File: config.mk
export PLATFORM = sky130hd
export DESIGN_NAME = best_fit_partition_allocator_top
export DESIGN_NICKNAME = d
export VERILOG_FILES = /design/src/hw/rtl/bfpa_pkg.sv /design/src/hw/rtl/bfpa_dp.sv /design/src/hw/rtl/bfpa_ctrl.sv /design/src/hw/rtl/best_fit_partition_allocator_top.sv
export VERILOG_INCLUDE_DIRS = /design/src /design/src/hw/rtl
export SDC_FILE = /design/constraint.sdc
export NUM_CORES = 2
export LEC_CHECK = 0
export BUFFER_PORTS_ARGS = -buffer_cell sky130_fd_sc_hd__buf_4
export CORE_UTILIZATION = 57
export DETAILED_ROUTE_END_ITERATION = 8
export PLACE_DENSITY = 0.76
export SYNTH_ARGS = -nofsm -noshare
export SYNTH_HDL_FRONTEND = slang
export SYNTH_SLANG_ARGS = --single-unit
export TNS_END_PERCENT = 10
File: constraint.sdc
create_clock -name clk -period 11.6 [get_ports clk]
set_input_delay 0.58 -clock clk [delete_from_list [all_inputs] [get_ports clk]]
set_output_delay 0.58 -clock clk [all_outputs]
set_load 0.005 [all_outputs]
File: src/hw/rtl/best_fit_partition_allocator_top_assert.svh
// Assertion macros for the best-fit partition allocator.
`ifndef BEST_FIT_PARTITION_ALLOCATOR_TOP_ASSERT_SVH
`define BEST_FIT_PARTITION_ALLOCATOR_TOP_ASSERT_SVH

// Same-cycle implication, checked on clk, disabled during reset.
`define BFPA_ASSERT_IMPL(lbl, ante, cons) \
  lbl: assert property (@(posedge clk) disable iff (!rst_n) (ante) |-> (cons)) \
    else $error("bfpa assertion failed");

// Next-cycle implication, checked on clk, disabled during reset.
`define BFPA_ASSERT_NEXT(lbl, ante, cons) \
  lbl: assert property (@(posedge clk) disable iff (!rst_n) (ante) |=> (cons)) \
    else $error("bfpa assertion failed");

`endif

File: src/hw/rtl/bfpa_pkg.sv
// Shared types and constants of the best-fit partition allocator.
package bfpa_pkg;

  localparam int FREE_ENTRIES_DEF = 16;
  localparam int USED_ENTRIES_DEF = 16;
  localparam int ADDR_W = 32;
  localparam int JOB_W = 8;
  localparam int ST_W = 3;
  localparam int CFG_IDX_W = 2;

  // Register reset values
  localparam logic [ADDR_W-1:0] THR_RST = 32'd100;
  localparam logic [ADDR_W-1:0] BASE_RST = 32'd10240;
  localparam logic [ADDR_W-1:0] LEN_RST = 32'd102400;

  // Register indexes
  localparam logic [CFG_IDX_W-1:0] REG_THR = 2'd0;
  localparam logic [CFG_IDX_W-1:0] REG_BASE = 2'd1;
  localparam logic [CFG_IDX_W-1:0] REG_LEN = 2'd2;

  // Commands
  localparam logic CMD_ALLOC = 1'b0;
  localparam logic CMD_RECLAIM = 1'b1;

  localparam logic [JOB_W-1:0] JOB_NONE = 8'd0;

  // Status codes
  localparam logic [ST_W-1:0] ST_OK = 3'd0;
  localparam logic [ST_W-1:0] ST_NOFIT = 3'd1;
  localparam logic [ST_W-1:0] ST_USEDFULL = 3'd2;
  localparam logic [ST_W-1:0] ST_NOJOB = 3'd3;
  localparam logic [ST_W-1:0] ST_FREEFULL = 3'd4;

  // Scan table select
  localparam logic SEL_FREE = 1'b0;
  localparam logic SEL_USED = 1'b1;

  typedef struct packed {
    logic              cmd;
    logic [JOB_W-1:0]  job_id;
    logic [ADDR_W-1:0] request_length;
  } in_t;

  typedef struct packed {
    logic [ST_W-1:0]   status;
    logic [ADDR_W-1:0] region_address;
    logic [ADDR_W-1:0] region_length;
  } out_t;

  // Controller to datapath
  typedef struct packed {
    logic            ld;
    logic            scan_go;
    logic            scan_sel;
    logic            prep;
    logic            calc;
    logic            sum1;
    logic            sum2;
    logic            awr;
    logic            rwr;
    logic            out_ld;
    logic [ST_W-1:0] st;
  } dp_cmd_t;

  // Datapath to controller
  typedef struct packed {
    logic scan_done;
    logic job_zero;
    logic rcl;
    logic bf;
    logic uf;
    logic nbr;
    logic sf;
    logic out_free;
  } dp_sts_t;

endpackage

File: src/hw/rtl/bfpa_dp.sv
// Datapath: region tables, scan unit, merge arithmetic and result register.
module bfpa_dp #(
  parameter int FREE_ENTRIES = bfpa_pkg::FREE_ENTRIES_DEF,
  parameter int USED_ENTRIES = bfpa_pkg::USED_ENTRIES_DEF
) (
  input  logic                              clk,
  input  logic                              rst_n,
  input  bfpa_pkg::in_t                     in_data,
  input  logic                              cfg_we,
  input  logic [bfpa_pkg::CFG_IDX_W-1:0]    cfg_index,
  input  logic [bfpa_pkg::ADDR_W-1:0]       cfg_data,
  input  logic                              out_ready,
  output logic                              out_valid,
  output bfpa_pkg::out_t                    out_data,
  input  bfpa_pkg::dp_cmd_t                 cmd,
  output bfpa_pkg::dp_sts_t                 sts
);

  localparam int FI_W = $clog2(FREE_ENTRIES);
  localparam int UI_W = $clog2(USED_ENTRIES);
  localparam int MW = (FI_W > UI_W) ? FI_W : UI_W;
  localparam logic [MW-1:0] F_LAST = MW'(FREE_ENTRIES - 1);
  localparam logic [MW-1:0] U_LAST = MW'(USED_ENTRIES - 1);
  localparam int AW = bfpa_pkg::ADDR_W;

  // Configuration and valid bits
  logic [AW-1:0] thr_r, pbase_r, plen_r;
  logic e0_pool_r;
  logic [FREE_ENTRIES-1:0] free_vld_r;
  logic [USED_ENTRIES-1:0] used_vld_r;

  // Table memories
  logic [AW-1:0] free_st_mem [FREE_ENTRIES];
  logic [AW-1:0] free_sz_mem [FREE_ENTRIES];
  logic [bfpa_pkg::JOB_W-1:0] used_ow_mem [USED_ENTRIES];
  logic [AW-1:0] used_st_mem [USED_ENTRIES];
  logic [AW-1:0] used_sz_mem [USED_ENTRIES];
  logic [AW-1:0] fst_q, fsz_q, ust_q, usz_q;
  logic [bfpa_pkg::JOB_W-1:0] uow_q;

  // Latched item
  logic rcl_r;
  logic [bfpa_pkg::JOB_W-1:0] job_r;
  logic [AW-1:0] req_r;

  // Scan unit
  logic run_r, sel_r, p_r, plast_r, done_r;
  logic [MW-1:0] cnt_r, pidx_r;

  // Scan findings
  logic bf_r, uf_r, sf_r, ab_r, bl_r;
  logic [FI_W-1:0] bidx_r, sidx_r, aidx_r, blidx_r;
  logic [UI_W-1:0] uidx_r;
  logic [AW-1:0] bst_r, bsz_r, rs_r, rl_r, ast_r, asz_r, blsz_r, rend_r;
  logic [AW-1:0] diff_r, acc_r, res_addr_r, res_len_r;
  logic whole_r;

  logic out_valid_r;
  bfpa_pkg::out_t out_data_r;

  // Scanned entry view, entry 0 follows the pool registers until written
  logic [FI_W-1:0] pidx_f;
  logic [UI_W-1:0] pidx_u;
  logic [AW-1:0] cur_st, cur_sz, cur_end;
  logic cur_fv, cur_uv, blx;

  assign pidx_f = pidx_r[FI_W-1:0];
  assign pidx_u = pidx_r[UI_W-1:0];
  assign cur_st = (pidx_f == '0 && e0_pool_r) ? pbase_r : fst_q;
  assign cur_sz = (pidx_f == '0 && e0_pool_r) ? plen_r : fsz_q;
  assign cur_end = cur_st + cur_sz;
  assign cur_fv = free_vld_r[pidx_f];
  assign cur_uv = used_vld_r[pidx_u];
  // one entry touching both sides counts as the lower neighbor only
  assign blx = bl_r && !(ab_r && blidx_r == aidx_r);

  // Free table write port
  logic fw_en;
  logic [FI_W-1:0] fw_idx;
  logic [AW-1:0] fw_st, fw_sz, a_addr, a_len;

  assign a_addr = whole_r ? bst_r : bst_r + diff_r;
  assign a_len = whole_r ? bsz_r : req_r;

  always_comb begin
    fw_en = 1'b0;
    fw_idx = bidx_r;
    fw_st = bst_r;
    fw_sz = diff_r;
    if (cmd.awr) begin
      fw_en = !whole_r;
    end else if (cmd.rwr) begin
      if (ab_r) begin
        fw_en = 1'b1;
        fw_idx = aidx_r;
        fw_st = ast_r;
        fw_sz = acc_r;
      end else if (blx) begin
        fw_en = 1'b1;
        fw_idx = blidx_r;
        fw_st = rs_r;
        fw_sz = acc_r;
      end else if (sf_r) begin
        fw_en = 1'b1;
        fw_idx = sidx_r;
        fw_st = rs_r;
        fw_sz = rl_r;
      end
    end
  end

  // Memories: one write, one registered read at the scan address
  always_ff @(posedge clk) begin
    if (fw_en) begin
      free_st_mem[fw_idx] <= fw_st;
      free_sz_mem[fw_idx] <= fw_sz;
    end
    if (cmd.awr) begin
      used_ow_mem[uidx_r] <= job_r;
      used_st_mem[uidx_r] <= a_addr;
      used_sz_mem[uidx_r] <= a_len;
    end
    fst_q <= free_st_mem[cnt_r[FI_W-1:0]];
    fsz_q <= free_sz_mem[cnt_r[FI_W-1:0]];
    uow_q <= used_ow_mem[cnt_r[UI_W-1:0]];
    ust_q <= used_st_mem[cnt_r[UI_W-1:0]];
    usz_q <= used_sz_mem[cnt_r[UI_W-1:0]];
  end

  // Control state: config, valid bits, scan sequencing, output register
  always_ff @(posedge clk) begin
    if (!rst_n) begin
      thr_r <= bfpa_pkg::THR_RST;
      pbase_r <= bfpa_pkg::BASE_RST;
      plen_r <= bfpa_pkg::LEN_RST;
      e0_pool_r <= 1'b1;
      free_vld_r <= FREE_ENTRIES'(1);
      used_vld_r <= '0;
      run_r <= 1'b0;
      p_r <= 1'b0;
      done_r <= 1'b0;
      out_valid_r <= 1'b0;
    end else begin
      if (cfg_we) begin
        unique case (cfg_index) inside
          bfpa_pkg::REG_THR: thr_r <= cfg_data;
          bfpa_pkg::REG_BASE, bfpa_pkg::REG_LEN: begin
            if (cfg_index == bfpa_pkg::REG_BASE) pbase_r <= cfg_data;
            else plen_r <= cfg_data;
            e0_pool_r <= 1'b1;
            free_vld_r <= FREE_ENTRIES'(1);
            used_vld_r <= '0;
          end
          default: ;
        endcase
      end
      if (fw_en && fw_idx == '0) e0_pool_r <= 1'b0;
      // commit updates to valid bits
      if (cmd.awr) begin
        used_vld_r[uidx_r] <= 1'b1;
        if (whole_r) free_vld_r[bidx_r] <= 1'b0;
      end
      if (cmd.rwr && (ab_r || blx || sf_r)) begin
        used_vld_r[uidx_r] <= 1'b0;
        if (ab_r && blx) free_vld_r[blidx_r] <= 1'b0;
        else if (!ab_r && !blx) free_vld_r[sidx_r] <= 1'b1;
      end
      // scan sequencing
      if (cmd.scan_go) begin
        run_r <= 1'b1;
      end else if (run_r && cnt_r == (sel_r ? U_LAST : F_LAST)) begin
        run_r <= 1'b0;
      end
      p_r <= run_r;
      done_r <= p_r && plast_r;
      // result register
      if (cmd.out_ld) out_valid_r <= 1'b1;
      else if (out_ready) out_valid_r <= 1'b0;
    end
  end

  // Payload registers
  always_ff @(posedge clk) begin
    if (cmd.ld) begin
      rcl_r <= in_data.cmd;
      job_r <= in_data.job_id;
      req_r <= in_data.request_length;
    end
    if (cmd.scan_go) begin
      cnt_r <= '0;
      sel_r <= cmd.scan_sel;
      if (cmd.scan_sel == bfpa_pkg::SEL_FREE) begin
        bf_r <= 1'b0;
        sf_r <= 1'b0;
        ab_r <= 1'b0;
        bl_r <= 1'b0;
      end else begin
        uf_r <= 1'b0;
      end
    end else if (run_r) begin
      cnt_r <= cnt_r + MW'(1);
    end
    pidx_r <= cnt_r;
    plast_r <= (cnt_r == (sel_r ? U_LAST : F_LAST));
    // one entry examined per cycle
    if (p_r && sel_r == bfpa_pkg::SEL_FREE) begin
      if (rcl_r == bfpa_pkg::CMD_ALLOC) begin
        if (cur_fv && cur_sz >= req_r && (!bf_r || cur_sz < bsz_r)) begin
          bf_r <= 1'b1;
          bidx_r <= pidx_f;
          bst_r <= cur_st;
          bsz_r <= cur_sz;
        end
      end else if (cur_fv && !(ab_r && bl_r)) begin
        if (cur_end == rs_r) begin
          ab_r <= 1'b1;
          aidx_r <= pidx_f;
          ast_r <= cur_st;
          asz_r <= cur_sz;
        end
        if (cur_st == rend_r) begin
          bl_r <= 1'b1;
          blidx_r <= pidx_f;
          blsz_r <= cur_sz;
        end
      end
      if (!cur_fv && !sf_r) begin
        sf_r <= 1'b1;
        sidx_r <= pidx_f;
      end
    end
    if (p_r && sel_r == bfpa_pkg::SEL_USED && !uf_r) begin
      if (rcl_r == bfpa_pkg::CMD_ALLOC) begin
        if (!cur_uv) begin
          uf_r <= 1'b1;
          uidx_r <= pidx_u;
        end
      end else if (cur_uv && uow_q == job_r) begin
        uf_r <= 1'b1;
        uidx_r <= pidx_u;
        rs_r <= ust_q;
        rl_r <= usz_q;
      end
    end
    // arithmetic steps
    if (cmd.prep) rend_r <= rs_r + rl_r;
    if (cmd.calc) begin
      diff_r <= bsz_r - req_r;
      whole_r <= (bsz_r - req_r) <= thr_r;
    end
    if (cmd.sum1) acc_r <= (ab_r ? asz_r : blsz_r) + rl_r;
    if (cmd.sum2 && ab_r && blx) acc_r <= acc_r + blsz_r;
    if (cmd.awr) begin
      res_addr_r <= a_addr;
      res_len_r <= a_len;
    end
    if (cmd.rwr) begin
      res_addr_r <= rs_r;
      res_len_r <= rl_r;
    end
    if (cmd.out_ld) begin
      out_data_r.status <= cmd.st;
      out_data_r.region_address <= (cmd.st == bfpa_pkg::ST_OK) ? res_addr_r : '0;
      out_data_r.region_length <= (cmd.st == bfpa_pkg::ST_OK) ? res_len_r : '0;
    end
  end

  assign out_valid = out_valid_r;
  assign out_data = out_data_r;

  assign sts.scan_done = done_r;
  assign sts.job_zero = (job_r == bfpa_pkg::JOB_NONE);
  assign sts.rcl = rcl_r;
  assign sts.bf = bf_r;
  assign sts.uf = uf_r;
  assign sts.nbr = ab_r || blx;
  assign sts.sf = sf_r;
  assign sts.out_free = !out_valid_r || out_ready;

endmodule

File: src/hw/rtl/bfpa_ctrl.sv
// Controller: sequences scans, arithmetic steps and table commits per item.
module bfpa_ctrl (
  input  logic               clk,
  input  logic               rst_n,
  input  logic               in_valid,
  output logic               in_ready,
  input  bfpa_pkg::dp_sts_t  sts,
  output bfpa_pkg::dp_cmd_t  cmd
);

  typedef enum logic [3:0] {
    S_IDLE, S_CHK, S_AF, S_AU, S_ACALC, S_AWR,
    S_RU, S_RPREP, S_RF, S_RSUM1, S_RSUM2, S_RWR, S_DONE
  } state_t;

  state_t state_r;
  logic go_r, sel_r;
  logic [bfpa_pkg::ST_W-1:0] st_r;

  // State, scan start and result code
  always_ff @(posedge clk) begin
    if (!rst_n) begin
      state_r <= S_IDLE;
      go_r <= 1'b0;
      sel_r <= bfpa_pkg::SEL_FREE;
      st_r <= bfpa_pkg::ST_OK;
    end else begin
      go_r <= 1'b0;
      unique case (state_r)
        S_IDLE: if (in_valid) state_r <= S_CHK;
        S_CHK: begin
          if (sts.job_zero) begin
            st_r <= bfpa_pkg::ST_NOJOB;
            state_r <= S_DONE;
          end else begin
            go_r <= 1'b1;
            sel_r <= sts.rcl ? bfpa_pkg::SEL_USED : bfpa_pkg::SEL_FREE;
            state_r <= sts.rcl ? S_RU : S_AF;
          end
        end
        S_AF: if (sts.scan_done) begin
          if (!sts.bf) begin
            st_r <= bfpa_pkg::ST_NOFIT;
            state_r <= S_DONE;
          end else begin
            go_r <= 1'b1;
            sel_r <= bfpa_pkg::SEL_USED;
            state_r <= S_AU;
          end
        end
        S_AU: if (sts.scan_done) begin
          if (!sts.uf) begin
            st_r <= bfpa_pkg::ST_USEDFULL;
            state_r <= S_DONE;
          end else begin
            state_r <= S_ACALC;
          end
        end
        S_ACALC: state_r <= S_AWR;
        S_AWR: begin
          st_r <= bfpa_pkg::ST_OK;
          state_r <= S_DONE;
        end
        S_RU: if (sts.scan_done) begin
          if (!sts.uf) begin
            st_r <= bfpa_pkg::ST_NOJOB;
            state_r <= S_DONE;
          end else begin
            state_r <= S_RPREP;
          end
        end
        S_RPREP: begin
          go_r <= 1'b1;
          sel_r <= bfpa_pkg::SEL_FREE;
          state_r <= S_RF;
        end
        S_RF: if (sts.scan_done) state_r <= S_RSUM1;
        S_RSUM1: state_r <= S_RSUM2;
        S_RSUM2: state_r <= S_RWR;
        S_RWR: begin
          st_r <= (sts.nbr || sts.sf) ? bfpa_pkg::ST_OK : bfpa_pkg::ST_FREEFULL;
          state_r <= S_DONE;
        end
        S_DONE: if (sts.out_free) state_r <= S_IDLE;
        default: state_r <= S_IDLE;
      endcase
    end
  end

  assign in_ready = (state_r == S_IDLE);

  // Commands decoded from state
  assign cmd.ld = in_valid && in_ready;
  assign cmd.scan_go = go_r;
  assign cmd.scan_sel = sel_r;
  assign cmd.prep = (state_r == S_RPREP);
  assign cmd.calc = (state_r == S_ACALC);
  assign cmd.sum1 = (state_r == S_RSUM1);
  assign cmd.sum2 = (state_r == S_RSUM2);
  assign cmd.awr = (state_r == S_AWR);
  assign cmd.rwr = (state_r == S_RWR);
  assign cmd.out_ld = (state_r == S_DONE) && sts.out_free;
  assign cmd.st = st_r;

endmodule

File: src/hw/rtl/best_fit_partition_allocator_top.sv
// Top level of the best-fit partition allocator with coalescing on reclaim.
// One item at a time: the next beat is taken in the cycle after the result loads, even while it
// still waits at the output; each scan reads one table entry a cycle.
// Reset (rst_n low, synchronous) restores registers, empties the used table and leaves the
// whole pool as the single free entry.
module best_fit_partition_allocator_top #(
  parameter int FREE_ENTRIES = bfpa_pkg::FREE_ENTRIES_DEF,
  parameter int USED_ENTRIES = bfpa_pkg::USED_ENTRIES_DEF
) (
  input  logic                           clk,
  input  logic                           rst_n,
  input  logic                           in_valid,
  output logic                           in_ready,
  input  bfpa_pkg::in_t                  in_data,
  output logic                           out_valid,
  input  logic                           out_ready,
  output bfpa_pkg::out_t                 out_data,
  input  logic                           cfg_valid,
  output logic                           cfg_ready,
  input  logic [bfpa_pkg::CFG_IDX_W-1:0] cfg_index,
  input  logic [bfpa_pkg::ADDR_W-1:0]    cfg_data
);

  bfpa_pkg::dp_cmd_t cmd;
  bfpa_pkg::dp_sts_t sts;

  assign cfg_ready = 1'b1;

  bfpa_ctrl u_ctrl (
    .clk      (clk),
    .rst_n    (rst_n),
    .in_valid (in_valid),
    .in_ready (in_ready),
    .sts      (sts),
    .cmd      (cmd)
  );

  bfpa_dp #(
    .FREE_ENTRIES (FREE_ENTRIES),
    .USED_ENTRIES (USED_ENTRIES)
  ) u_dp (
    .clk       (clk),
    .rst_n     (rst_n),
    .in_data   (in_data),
    .cfg_we    (cfg_valid && cfg_ready),
    .cfg_index (cfg_index),
    .cfg_data  (cfg_data),
    .out_ready (out_ready),
    .out_valid (out_valid),
    .out_data  (out_data),
    .cmd       (cmd),
    .sts       (sts)
  );

  `include "best_fit_partition_allocator_top_assert.svh"

  // result load never overwrites a beat still waiting
  `BFPA_ASSERT_IMPL(a_out_ld_free, cmd.out_ld, !out_valid || out_ready)
  // accepted item makes the block busy
  `BFPA_ASSERT_NEXT(a_busy_after_accept, in_valid && in_ready, !in_ready)
  // a failed beat carries no region
  `BFPA_ASSERT_IMPL(a_fail_zero, out_valid && out_data.status != bfpa_pkg::ST_OK,
                    out_data.region_address == '0 && out_data.region_length == '0)

endmodule

Word-level counts from Yosys, hierarchy flattened

Memory sizes are Yosys's and may differ from the RTL's. A register that Yosys moved wholly into a read port is not among the register bits.
Cells that the tools add are included.

Bits in writable memories: 2176
Output and inout bits: 70
Input port bits: 80
Memories: 5
Word-level logic and storage cells: 313
Memory bits (read-only): 0
Bits in latches: 0
Register bits: 670

Memories:

| memory           | words | bits a word | rd ports | clocked after Yosys merged registers in | wr ports | RTL line      | source |
|---|---|---|---|---|---|---|---|
| u_dp.free_st_mem | 16    | 32          | 1        | 1                                       | 1        | bfpa_dp.sv:33 | `logic [AW-1:0] free_st_mem [FREE_ENTRIES];` |
| u_dp.free_sz_mem | 16    | 32          | 1        | 1                                       | 1        | bfpa_dp.sv:34 | `logic [AW-1:0] free_sz_mem [FREE_ENTRIES];` |
| u_dp.used_st_mem | 16    | 32          | 1        | 1                                       | 1        | bfpa_dp.sv:36 | `logic [AW-1:0] used_st_mem [USED_ENTRIES];` |
| u_dp.used_sz_mem | 16    | 32          | 1        | 1                                       | 1        | bfpa_dp.sv:37 | `logic [AW-1:0] used_sz_mem [USED_ENTRIES];` |
| u_dp.used_ow_mem | 16    | 8           | 1        | 1                                       | 1        | bfpa_dp.sv:35 | `logic [bfpa_pkg::JOB_W-1:0] used_ow_mem [USED_ENTRIES];` |

Muxes and demuxes: 129
Reductions and logical operators: 69
Divide/modulo/power cells: 0
Equality and inequality tests: 33
Shifts and indexed selects: 0
Multiply operators: 0
Add/sub/neg operators: 7
Magnitude comparators: 12
Bitwise logic cells: 11

Operators with widths:

| kind               | number |
|---|---|
| $mux 32            | 21 |
| $mux 16            | 15 |
| $add 32x32->32     | 5 |
| $mux 4             | 18 |
| $eq 32x32->1       | 2 |
| $mux 1             | 56 |
| $and 16x16->16     | 3 |
| $not 16->16        | 3 |
| $pmux 4 s12        | 1 |
| $ge 32x32->1       | 1 |
| $le 32x32->1       | 1 |
| $lt 32x32->1       | 1 |
| $or 16x16->16      | 2 |
| $sub 32x32->32     | 1 |
| $mux 3             | 9 |
| $logic_and 1x1->1  | 26 |
| $lt 4x5->1 const B | 5 |
| $eq 4x4->1 const B | 6 |
| $pmux 3 s6         | 1 |
| $demux 1 s4        | 4 |
| $eq 4x3->1 const B | 4 |
| $ge 4x1->1 const B | 4 |
| $reduce_and 3->1   | 5 |
| $ne 2x1->1 const B | 7 |
| 25 further kinds   | 60 |

Depth between registers and ports, before layout

Depth in word-level cells: 13
Mapped depth: 25
Mapped depth without buffers: 25

Hierarchy

Synthesis repeated with hierarchy kept, for this count alone.

Cells, all modules: 7363
Area total of the unflattened synthesis: 125039.9 µm²

Modules (own cells, without submodules):

| module                           | sequential area each (µm²) | cells an instance | area an instance (µm²) | instances |
|---|---|---|---|---|
| bfpa_dp                          | 86442.9                    | 7244              | 124186.6               | 1 |
| bfpa_ctrl                        | 180.2                      | 117               | 842.1                  | 1 |
| best_fit_partition_allocator_top | 0.0                        | 2                 | 11.3                   | 1 |

Worst setup path before layout

OpenSTA, ideal clock, no wires.

Path kind: reg2reg
Start: register u_dp.pidx_r[3] (netlist: u_dp.pidx_f[3])
End: register u_dp.aidx_r[0] (enable)
Library setup time: 578 ps
Path slack: 714 ps
Period minus slack after synthesis: 10886 ps
Arrival: 10308 ps
Path buffers: 8
Cell stages (with the launch flop): 23
Data required time: 11022 ps
Cells stage by stage: dfxtp_1 or3b_1 buf_6 buf_6 nor2_4 buf_4 buf_2 clkbuf_1 clkbuf_1 buf_1 clkbuf_1 nand2_1 nand2_1 ha_1 xor2_1 a21oi_1 or4b_1 nor4b_2 nand4_1 or3_1 or4_1 or4_4 nor3_1

Longest elaborated chain between the ends: 6

Ends and longest elaborated chain:

| element                           | RTL line       | source |
|---|---|---|
| start: declaration                | bfpa_dp.sv:48  | `logic [MW-1:0] cnt_r, pidx_r;` |
| start signal: assignment          | bfpa_dp.sv:203 | `pidx_r <= cnt_r;` |
| $logic_not 4->1                   | bfpa_dp.sv:70  | `assign cur_sz = (pidx_f == '0 && e0_pool_r) ? plen_r : fsz_q;` |
| $logic_and 1x1->1                 | bfpa_dp.sv:70  |  |
| $mux 32                           | bfpa_dp.sv:70  |  |
| net u_dp.cur_sz[25]               | bfpa_dp.sv:64  | `logic [AW-1:0] cur_st, cur_sz, cur_end;` |
| $add 32x32->32                    | bfpa_dp.sv:71  | `assign cur_end = cur_st + cur_sz;` |
| $eq 32x32->1                      | bfpa_dp.sv:215 | `if (cur_end == rs_r) begin` |
| $reduce_and 4->1 (no source line) | n/a            |  |
| end signal: assignment            | bfpa_dp.sv:217 | `aidx_r <= pidx_f;` |
| end: declaration                  | bfpa_dp.sv:52  | `logic [FI_W-1:0] bidx_r, sidx_r, aidx_r, blidx_r;` |

The timed path passes the listed nets, and every way through them passes these cells. The select of a mux whose other input is x is not followed.
A chain may end at the register's enable or synchronous reset.

Final worst setup path

Start: register u_dp.pidx_r[3] (netlist: u_dp.pidx_f[3])
End: register u_dp.ast_r[2] (enable)

Longest elaborated chain between the ends: 6

Ends and longest elaborated chain:

| element                           | RTL line       | source |
|---|---|---|
| $logic_not 4->1                   | bfpa_dp.sv:70  |  |
| $logic_and 1x1->1                 | bfpa_dp.sv:70  |  |
| $mux 32                           | bfpa_dp.sv:70  |  |
| net u_dp.cur_sz[24]               | bfpa_dp.sv:64  |  |
| $add 32x32->32                    | bfpa_dp.sv:71  |  |
| $eq 32x32->1                      | bfpa_dp.sv:215 |  |
| $reduce_and 4->1 (no source line) | n/a            |  |
| end signal: assignment            | bfpa_dp.sv:218 | `ast_r <= cur_st;` |
| end: declaration                  | bfpa_dp.sv:54  | `logic [AW-1:0] bst_r, bsz_r, rs_r, rl_r, ast_r, asz_r, blsz_r, rend_r;` |

The timed path passes the listed nets, and every way through them passes these cells. The select of a mux whose other input is x is not followed.

==> run_results.csv <==
group,metric,value,unit
drt,drt_iter0_markers,9904,
synthesis,synth_enable_flop_cells,2690,
worst_setup_path,r2r_slack,4.02,ns
worst_setup_path,r2r_start,"u_dp.pidx_f[3]",
drt,via_per_inst,6.72,
synthesis,synth.ff_latch_count,2982,
finish,seq_area,86600,sq um
clock_tree,cts_resized,0,
synthesis,yosys_warnings,0,
floorplan,dieWidth,471,um
global_routing,grt_antenna_before_repair,19,
global_routing,grt_start_max_net_pins,133,
sta,timing.fmax,132,MHz
worst_hold_path,hold_end,"u_dp.thr_r[4]",
worst_setup_path,cp_data_arrival_time,8.11,ns
worst_setup_path,path_class,"reg -> reg",
worst_hold_path,min_path_type,"in -> reg",
sta,min_period,7.58,ns
worst_setup_path,cp_cell_sequence,"or3b_1, buf_4, nor2_4, buf_4, buf_4, nand2_1, nand2_1, ha_1, o21ai_1, a21oi_1, or4b_1, nor4b_2, nand4_1, or3_1, or4_1, or4_4, nor3_2, buf_4",
sta,hold_viol_final,0,
placed_design,hpwl,228000,um
global_routing,grt.total_usage,33.1,%
finish,layout_common_cells,"edfxtp_1 (2,690), mux4_2 (688), nand2_1 (615)",
synthesis,synth_ff_type,"edfxtp_1",
clock_tree,path_clk_slew,0.06,ns
placed_design,gp_congestion,1.01,
power,p_per_area,221,nW/um^2
clock_tree,numClockSinks,2982,
sta,finalSetupViolCount,0,
synthesis,syn_area,125000,sq um
clock_tree,root_buffer,"clkbuf_16",
power,total_power,31.3,mW
floorplan,io_pins,150,
synthesis,synth_nets,7707,
sta,timing.final.crit_share,65.3,%
finish,syn_to_final_growth,13.0,%
run,drv_cap,0,
power,ir_worst_vdd,0.186,mV
synthesis,syn_inst,7376,
finish,multiInputGateArea,37100,sq um
finish,final_common_cell,"edfxtp_1",
worst_setup_path,startpoint_type,"flop",
worst_setup_path,cp_top_family,"simple AND/OR/NAND/NOR gates",
clock_tree,insertion_delay,0.98,ns
finish,num-fill-cells,14400,
synthesis,ys_seq_area_share,69.2,%
drt,vias,73200,
global_routing,overflow,0,
power,p_leak,47.0,nW
floorplan,rows,171,
sta,fin_setup_tns,0,ns
finish,fin_area,141000,sq um
sta,drv_slew,0,
sta,skew,0.0732,ns
global_routing,grt_pass1_wl,520000,um
worst_setup_path,end_kind,"flop",
placed_design,place_area,131000,sq um
synthesis,synth.avg_cell_area,17.0,sq um
floorplan,initial_core_util,57.5,%
synthesis,ys_types,94,
sta,worst_slack,4.02,ns
floorplan,die_y,471,um
outcome,status,"complete, no violations",
sta,slew_headroom,2.34,%
sta,worst_pin_slew,1.46,ns
clock_tree,cts_tree,"built",
drt,drt-total-wl,367000,um
worst_setup_path,critPathMaxStageDelay,0.92,ns
drt,remaining_drc_errors,0,
placed_design,pre_cts_ws,4.17,ns
worst_setup_path,cp_max_fo,68,
floorplan,die_area,221000,sq um
synthesis,synthArstFlopShare,0,%
drt,ant_nets,0,
worst_setup_path,worstPathRequired,12.13,ns
worst_setup_path,critPathBufInv,4,
worst_setup_path,reg2reg_depth,18,
drt,drtPass1Iterations,7,
floorplan,core,218000,sq um
drt,wl_per_cell,33.7,um
sta,rsz0062_at_grt,"false",
worst_setup_path,timing.critical_path.mode_cell,"buf_4",
worst_hold_path,worstHoldPathCells,3,
global_routing,grt_pass1_vias,72500,
placed_design,io_buffers,148,
clock_tree,numCtsBuffers,312,
worst_hold_path,hold_start,"cfg_data[4]",
worst_setup_path,r2r_end,"u_dp.ast_r[2]",
worst_setup_path,slowest_stage,"buf_4",
finish,drive_gt1_share,21.3,%
finish,fin_nets,8137,
clock_tree,htree_levels,5,
clock_tree,clockBufferDepth,4,
-- worst min-delay path: stages --
cell and delay [ns]:
buf_4 0.19, nand2_1 0.08, a21boi_0 0.06
-- layout make-up --
cell class / instances / area share, %
sequential: 2982 / 61.3
multi-input combinational: 3897 / 26.2
clock buffer: 413 / 6.03
timing repair buffer: 447 / 2.56
tap: 2854 / 2.53
clock inverter: 132 / 0.947
inverter: 166 / 0.441
antenna: 9 / 0.0159
-- power by group --
part	switching [mW]	total, mW	leakage (nW)	internal, mW
registers	0.594	13.5	26.7	12.9
logic	4.83	7.99	15.5	3.15
clock network	4.07	9.81	4.82	5.74
total	9.50	31.3	47.0	21.8
-- per-layer routing --
metal,GRT usage [%],vias up,wire (um),share of wire (%)
met5,0,-,37,0.010
met4,16.3,6,19800,5.4
met3,6.50,823,39800,11
met2,50.6,4756,169000,46
met1,45.8,37600,138000,38
li1,-,30000,-,-
-- registers in the layout (all words and copies together), names as in the netlist, 67 cells and up --
| name | flops |
|---|---|
| u_dp.used_sz_mem | 512 |
| u_dp.used_ow_mem | 128 |
| u_dp.free_sz_mem | 512 |
| u_dp.used_st_mem | 512 |
| u_dp.out_data | 67 |
| u_dp.free_st_mem | 512 |
-- timing repair --
item	in CTS	in global routing
hold endpoints to repair	127	0
buffers inserted	0	0
hold buffers	72	0
-- Yosys cell counts, types with 90 or more instances --
library cell	n	area (sq um)
edfxtp_1	2690	80800
mux4_2	688	15500
nand2_1	617	2320
dfxtp_1	292	5850
nor2_1	270	1010
a21oi_1	255	1280
o21ai_0	253	1270
ha_1	246	3080
clkbuf_1	232	871
inv_1	166	623
xnor2_1	159	1390
xor2_1	131	1150
a21boi_0	100	751
mux2_2	96	1080
and2_1	92	576
a21o_1	90	676
-- worst max-delay path by stage --
stage,cells past startpoint,end,start,slack [ns]
floorplan,22,u_dp.aidx_r[0],u_dp.pidx_f[3],0.71
global placement,20,u_dp.ast_r[0],u_dp.pidx_f[3],4.21
detailed placement,20,u_dp.ast_r[2],u_dp.pidx_f[3],4.17
CTS,20,u_dp.ast_r[1],u_dp.pidx_f[3],4.12
global route,18,u_dp.ast_r[2],u_dp.pidx_f[3],3.73
finish,18,u_dp.ast_r[2],u_dp.pidx_f[3],4.02
-- metrics by stage --
step,utilization [%],hold slack (ns),instances
after detailed placement,60.1,0.389,10300
after floorplan,-,0.353,7376
after global routing,65.0,0.0221,10900
after global placement,60.1,0.385,10300
final,65.0,0.0496,10900
after CTS,65.0,0.00444,10900
-- cell families (layout without fill, tap and decap cells) --
kind of cell,Yosys count,after routing,synth area share [%]
xor+xnor,290,290,2.03
compound gates,1063,1063,5.46
mux,816,816,13.5
buf+inv,497,1158,1.54
flops,2982,2982,69.2
fa+ha+maj,280,280,2.77
other cells,1,10,0.00300
simple gates,1447,1447,5.46
(Power assumes the default switching activity.)
